### config.mk
export PLATFORM = sky130hd
export DESIGN_NAME = lpcs_skid
export DESIGN_NICKNAME = d
export VERILOG_FILES = /design/src/rtl/core/led_pixel_clocked_serializer_defines.svh /design/src/rtl/core/lpcs_pkg.sv /design/src/rtl/core/lpcs_skid.sv
export SDC_FILE = /design/constraint.sdc
export NUM_CORES = 1
export LEC_CHECK = 0
export BUFFER_PORTS_ARGS = -buffer_cell sky130_fd_sc_hd__buf_2
export CORE_AREA = 8 8 45 47
export CTS_BUF_LIST = sky130_fd_sc_hd__clkbuf_8
export DETAILED_ROUTE_END_ITERATION = 8
export DIE_AREA = 0 0 53 55
export PLACE_DENSITY_LB_ADDON = 0.15
export SLEW_MARGIN = 40
export SYNTH_ARGS = -nofsm -noshare
export SYNTH_HDL_FRONTEND = slang
export SYNTH_SLANG_ARGS = --single-unit
### constraint.sdc
create_clock -name i_clk -period 1.4 [get_ports i_clk]
set_input_delay 0.07 -clock i_clk [delete_from_list [all_inputs] [get_ports i_clk]]
set_output_delay 0.07 -clock i_clk [all_outputs]
set_load 0.01 [all_outputs]
### src/rtl/core/led_pixel_clocked_serializer_defines.svh
// Assertion macros for the clocked LED pixel serializer.
// Used by the top level only; no other dependencies.
`ifndef LED_PIXEL_CLOCKED_SERIALIZER_DEFINES_SVH
`define LED_PIXEL_CLOCKED_SERIALIZER_DEFINES_SVH

// Same-cycle implication, checked out of reset.
`define LPCS_ASSERT_NOW(label, clk, rst_n, ante, cons) \
    label: assert property (@(posedge clk) disable iff (!rst_n) (ante) |-> (cons)) \
        else $error("lpcs assertion failed");

// Next-cycle implication, checked out of reset.
`define LPCS_ASSERT_NEXT(label, clk, rst_n, ante, cons) \
    label: assert property (@(posedge clk) disable iff (!rst_n) (ante) |=> (cons)) \
        else $error("lpcs assertion failed");

`endif

### src/rtl/core/lpcs_pkg.sv
// Types and constants for the clocked LED pixel serializer.
// No dependencies.
`timescale 1ns / 1ps

package lpcs_pkg;

    localparam int unsigned BITS_PER_PIXEL = 24;
    localparam int unsigned MAX_PIXELS     = 512;
    localparam int unsigned POS_W          = $clog2(MAX_PIXELS);
    localparam int unsigned CNT_W          = 10;
    localparam int unsigned BIT_W          = 5;
    localparam int unsigned TICK_W         = 16;
    localparam int unsigned WORD_W         = 24;

    localparam logic [BIT_W-1:0]  LAST_BIT_IDX = BIT_W'(BITS_PER_PIXEL - 1);
    localparam logic [CNT_W-1:0]  MAX_COUNT    = CNT_W'(MAX_PIXELS);

    localparam logic [TICK_W-1:0] BIT_PERIOD_RST = 16'd280;
    localparam logic [TICK_W-1:0] HOLD_RST       = 16'd4000;

    typedef enum logic [1:0] {
        OP_LOAD  = 2'd0,
        OP_START = 2'd1,
        OP_TICK  = 2'd2,
        OP_NONE  = 2'd3
    } t_op;

    typedef enum logic [1:0] {
        PH_IDLE   = 2'd0,
        PH_SEND   = 2'd1,
        PH_FINISH = 2'd2,
        PH_HOLD   = 2'd3
    } t_phase;

    localparam logic [1:0] REG_BIT_PERIOD = 2'd0;
    localparam logic [1:0] REG_HOLD       = 2'd1;
    localparam logic [1:0] REG_LSB_FIRST  = 2'd2;

    typedef struct packed {
        logic busy;
        logic data;
        logic clk;
    } t_result;

endpackage

### src/rtl/core/lpcs_skid.sv
// Two-entry output register with skid stage for result beats.
// Depends on lpcs_pkg.
`timescale 1ns / 1ps

module lpcs_skid (
    input  logic              i_clk,
    input  logic              i_rst_n,
    input  logic              i_valid,
    output logic              o_ready,
    input  lpcs_pkg::t_result i_data,
    output logic              o_valid,
    input  logic              i_ready,
    output lpcs_pkg::t_result o_data
);
    import lpcs_pkg::*;

    logic    r_out_valid;
    logic    r_skid_valid;
    t_result r_out;
    t_result r_skid;
    logic    w_take;
    logic    w_push;

    assign o_ready = !r_skid_valid;
    assign o_valid = r_out_valid;
    assign o_data  = r_out;
    assign w_take  = r_out_valid && i_ready;
    assign w_push  = i_valid && !r_skid_valid;

    always_ff @(posedge i_clk) begin
        if (!i_rst_n) begin
            r_out_valid  <= 1'b0;
            r_skid_valid <= 1'b0;
        end else begin
            if (r_skid_valid) begin
                if (w_take) begin
                    r_skid_valid <= 1'b0;
                end
            end else if (w_push) begin
                if (!r_out_valid || w_take) begin
                    r_out_valid <= 1'b1;
                end else begin
                    r_skid_valid <= 1'b1;
                end
            end else if (w_take) begin
                r_out_valid <= 1'b0;
            end
        end
    end

    always_ff @(posedge i_clk) begin
        if (r_skid_valid) begin
            if (w_take) begin
                r_out <= r_skid;
            end
        end else if (w_push) begin
            if (!r_out_valid || w_take) begin
                r_out <= i_data;
            end else begin
                r_skid <= i_data;
            end
        end
    end

endmodule

==> metrics.txt, run 1 <==
WL per Instance 12.1 um; Total GRT Usage 5.50%; grt ovf 0; layout cells sized above 1 46.2%; Worst path top cell family by delay flip-flops; hold_buf cts 0; Synthesis Warnings 0; Post-synth top cells 6 x edfxtp_1, 3 x inv_1, 3 x mux2_4, 2 x a21oi_1, 2 x dfxtp_1; reg2reg end o_data[1]; CP endpoint kind flip-flop; hold path depth 1; Pleak 0.198 nW; final core occ 33.5%; P&R area growth vs syn 33.6%; Register-to-Register Path Depth 2; Tcrit/Tclk final 82.3%; first-pass GRT wire length 993 um; critical path's slowest cell dfxtp_1; cells along the critical path buf_4, mux2_4; Post-Layout Cell Count 55; slowest stage delay, CP 0.43 ns; n_diodes 0; vias per cell 4.29; Post-synth EDFFs 6; Num CTS Buffers 3; post-CTS setup buffers 0; Antenna Nets Post-Route 0; worst reg2reg path startpoint r_skid_valid; Routability Congestion 0.688; Worst IR Drop VDD 0.000356 V; Cell Area, Synth 347 sq um; core area 0.00138 sq mm; Max Root-Sink Buffers 2; CTS Sinks 8; skew final 0.00362 ns; CTS resizes 0; antenna violations before repair 0; internal reg-to-reg setup slack 0.25 ns; vias 236; Rel. slew slack 80.1%; vias in the first global route 242; hpwl dp 514 um; post-synth cell types 13; port bufs 11; Synth async-reset ratio 0%; die footprint 0.00292 sq mm; maximum clock rate 868 MHz; largest net degree at the start of global routing 8; row cnt 14; synth top area cells edfxtp_1 52%, mux2_4 13%, dfxtp_1 12%; worst setup margin 0.247 ns; WHS Endpoint r_skid[2]; Yosys top cell by area edfxtp_1; Starting DRT DRC Count 5; Crit path required time 1.37 ns; placed cells 51; clock root buffer clkbuf_8; Synth top area share 52.0%; clk_lat worst skew 0.23 ns; Final Max Tran Viols 0; Hold Path Origin i_data[2]; most frequent cell after synthesis edfxtp_1; Ports 12; power per cell area 1360 mW/mm^2; setup TNS 0 ns; Die Height 55 um; Post-Route WL 663 um; Syn Area/Cell 14.4 sq um; fillers 136; arrival time of the worst setup path 1.13 ns; Die X 53 um; Starting Density 25.0%; Startpoint Class flip-flop; RSZ-0062 raised after global routing false; First-pass DRT Iterations 4; Final Power 0.632 mW; Max FO, Critical Path 6; Cells after Synth 24; Syn Nets 31; CTS tree yes; H-Tree Depth 1; Worst-path clk slew 0.04 ns; Synth Flop Type edfxtp_1; drc violations 0; sequential fraction of the synthesis area 63.5%; Placement Setup Slack 0.253 ns; layout net count 47; worst-margin pin slew 0.298 ns; final hold violations 0; status complete, no violations; Final min period 1.15 ns; WP depth 2; Min-Delay Path Class input pin to flip-flop; Yosys reg bits 8; WS Path Type flip-flop to flip-flop; endpoints failing setup 0; Bufs and invs on worst path 1; maxcap violations 0
-- sequential cells by signal (all words and copies together) (netlist names) --
register      count
o_data            3
r_skid_valid      1
r_skid            3
o_valid           1
-- report_power, final --
group / internal (mW) / switching, mW / total [mW]
Clock: 0.190 / 0.0938 / 0.284
Sequential: 0.274 / 0.00892 / 0.282
Combinational: 0.0343 / 0.0312 / 0.0655
Total: 0.498 / 0.134 / 0.632
-- per-stage QoR --
stage                     cell area (sq um)  hold WS, ns
after detailed placement                418        0.268
final                                   463       0.0317
after CTS                               463       0.0268
after floorplan                         347        0.167
after global routing                    463       0.0233
after global placement                  418        0.262
-- layer usage --
| metal | GRT usage (%) | wire length, um | share of wire, % |
|---|---|---|---|
| met1 | 4.03 | 234 | 35 |
| met2 | 8.01 | 353 | 53 |
| met3 | 3.21 | 53 | 8.0 |
| met4 | 9.05 | 23 | 3.5 |
| met5 | 0 | 0 | 0 |
-- worst max path at each step --
stage	start	to	slack, ns
finish	r_skid_valid	o_data[1]	0.25
global route	r_skid_valid	o_data[0]	0.20
CTS	r_skid_valid	o_data[0]	0.26
detailed placement	r_skid_valid	o_data[0]	0.25
global placement	r_skid_valid	o_data[0]	0.27
floorplan	o_valid	o_data[0]	0.33
-- worst reg2reg max path: stages, from the launching register on --
cell and delay [ns]:
dfxtp_1 0.43, buf_4 0.18, mux2_4 0.30
-- cell type report --
cell class	instances	area, sq um	area share, %
Clock inverter	1	3.75	0.811
Sequential cell	8	220	47.6
Inverter	3	11.3	2.43
Clock buffer	3	41.3	8.92
Tap cell	16	20.0	4.32
Multi-Input combinational cell	12	104	22.4
Timing Repair Buffer	12	62.6	13.5
-- placed cells by master (no fill, tap or decap), drive strengths merged, types with 2 or more instances in the layout --
cell type	instances
buf	12
a21oi	2
inv	4
mux2	3
clkbuf	3
dfxtp	2
edfxtp	6
-- logic make-up (layout without fill, tap and decap cells) --
group	after synthesis	in the layout	share of synthesized area [%]
AND/OR/NAND/NOR	4	4	7.58
flip-flops	8	8	63.5
AO/OA/AOI/OAI	4	4	6.50
multiplexers	4	4	15.9
buffers and inverters	4	19	6.50
(Power assumes the default switching activity.)
==> run 2, diff against run 1 <==
Clock period 1.4 ns to 1 ns, I/O delays scaled along.
==> run 2 against run 1 <==
Against the previous run:
- clock power increased by 31%
- critical path depth unchanged
- sequential power increased by 41%
- total power increased by 38%
- worst hold slack got worse by 0.013 ns
- final area increased by 3.2%
- core utilization increased by 1.1 points
- critical path type unchanged
==> metrics.txt, run 2 (synthesized netlist as in run 1, its figures left out) <==
CTS tree yes (unchanged); port bufs 11 (unchanged); hold path depth 1 (unchanged); status complete, no violations (unchanged); Register-to-Register Path Depth 2 (unchanged); commonest non-fill, non-tap cell in the layout buf_2 (unchanged); Max FO, Critical Path 6 (unchanged); area of the multi-input gates 110 sq um (was 104 sq um); final hold violations 0 (unchanged); Tcrit/Tclk final 98.0% (was 82.3%); die footprint 0.00292 sq mm (unchanged); final core occ 34.5% (was 33.5%); largest net degree at the start of global routing 7 (was 8); Starting DRT DRC Count 1 (was 5); drc violations 0 (unchanged); NetSw 0.174 mW (was 0.134 mW); Total GRT Usage 5.56% (was 5.50%); clock root buffer clkbuf_8 (unchanged); register area 225 sq um (was 220 sq um); CP endpoint kind flip-flop (unchanged); Worst-path clk slew 0.04 ns (about the same); slowest stage delay, CP 0.36 ns (was 0.43 ns); grt ovf 0 (unchanged); fillers 144 (was 136); first-pass GRT wire length 1050 um (was 993 um); WL per Instance 12.3 um (was 12.1 um); maxcap violations 0 (unchanged); Rel. slew slack 87.3% (was 80.1%); vias in the first global route 257 (was 242); layout net count 48 (was 47); WS Path Type flip-flop to flip-flop (unchanged); Placement Setup Slack -0.119 ns (was 0.253 ns); Antenna Nets Post-Route 0 (unchanged); worst setup margin 0.0196 ns (was 0.247 ns); Crit path required time 0.92 ns (was 1.37 ns); critical path's slowest cell dfxtp_4 (was dfxtp_1); H-Tree Depth 1 (unchanged); row cnt 14 (unchanged); Combinational Power Share 11.6% (was 10.4%); clock power share 42.8% (was 44.9%); Die Height 55 um (unchanged); arrival time of the worst setup path 0.90 ns (was 1.13 ns); vias 235 (was 236); First-pass DRT Iterations 4 (unchanged); antenna violations before repair 0 (unchanged); Worst IR Drop VDD 0.000697 V (was 0.000356 V); Final Max Tran Viols 0 (unchanged); sequential power share 45.5% (was 44.7%); clk_lat worst skew 0.22 ns (was 0.23 ns); post-CTS setup buffers 0 (unchanged); Ports 12 (unchanged); Startpoint Class flip-flop (unchanged); Routability Congestion 0.648 (was 0.688); CTS Sinks 8 (unchanged); skew final 0.000738 ns (was 0.00362 ns); Final min period 0.980 ns (was 1.15 ns); RSZ-0062 raised after global routing true (was false); internal power 0.698 mW (was 0.498 mW); hold_buf cts 0 (unchanged); power per cell area 1820 mW/mm^2 (was 1360 mW/mm^2); worst-margin pin slew 0.190 ns (was 0.298 ns); commonest non-fill, non-tap cells in the layout 11 x buf_2, 6 x edfxtp_1, 3 x mux2_4, 3 x clkbuf_8 (was 11 x buf_2, 6 x edfxtp_1, 4 x inv_1); cells along the critical path mux2i_1, a21oi_2 (was buf_4, mux2_4); Post-Route WL 677 um (was 663 um); vias per cell 4.27 (was 4.29); n_diodes 0 (unchanged); Die X 53 um (unchanged); Starting Density 25.0% (unchanged); worst hold margin 0.0191 ns (was 0.0317 ns); layout cells sized above 1 61.5% (was 46.2%); Min-Delay Path Class input pin to flip-flop (unchanged); sw frac 19.9% (was 21.2%); Max Root-Sink Buffers 2 (unchanged); Num CTS Buffers 3 (unchanged); hpwl dp 580 um (was 514 um); core area 0.00138 sq mm (unchanged); endpoints failing setup 0 (unchanged); CTS resizes 2 (was 0); P&R area growth vs syn 37.9% (was 33.6%); Pleak 0.199 nW (was 0.198 nW); maximum clock rate 1020 MHz (was 868 MHz)
## run 2: worst paths after layout
check	start	to	slack (ns)
worst max-delay path	r_skid_valid	o_data[2]	0.02
worst min-delay path	i_data[2]	r_skid[2]	0.02
worst max register to register	r_skid_valid	o_data[2]	0.02
worst min register to register	r_skid[0]	o_data[0]	0.55
## run 2: stage by stage
step	setup TNS, ns	cells	total power, mW	instance area (sq um)
6_report	0	55	0.872	478
5_1_grt	-0.0309	55	0.913	478
4_1_cts	0	55	0.892	478
3_5_place_dp	-0.586	52	0.507	433
3_3_place_gp	-0.489	52	0.504	433
2_1_floorplan	-0.00279	24	0.461	354
## run 2: critical path, delay by kind of cell, from the launching register on
kind	cells	cell delay (ns)
AO/OA/AOI/OAI	1	0.18
flip-flops	1	0.36
multiplexers	1	0.13
## run 2: power groups by stage
| stage | Combinational [mW] | Clock (mW) | Sequential [mW] |
|---|---|---|---|
| after detailed placement | 0.104 | 0 | 0.403 |
| after CTS | 0.104 | 0.390 | 0.398 |
| final | 0.101 | 0.373 | 0.397 |
| after global routing | 0.111 | 0.402 | 0.400 |
| after floorplan | 0.0536 | 0 | 0.407 |
| after global placement | 0.100 | 0 | 0.403 |
## run 2: layout make-up
class                      instances  area share [%]
timing repair buffer              13            14.7
clock buffer                       3            8.64
tap                               16            4.19
multi-input combinational         12            23.0
inverter                           3            2.36
sequential                         8            47.1
## run 2: routing by layer
metal	vias to the layer above	global-route usage (%)	wire length (um)
li1	118	-	-
met1	109	4.33	252
met2	6	8.98	364
met3	2	3.21	52
met4	0	6.47	8
met5	-	0	0
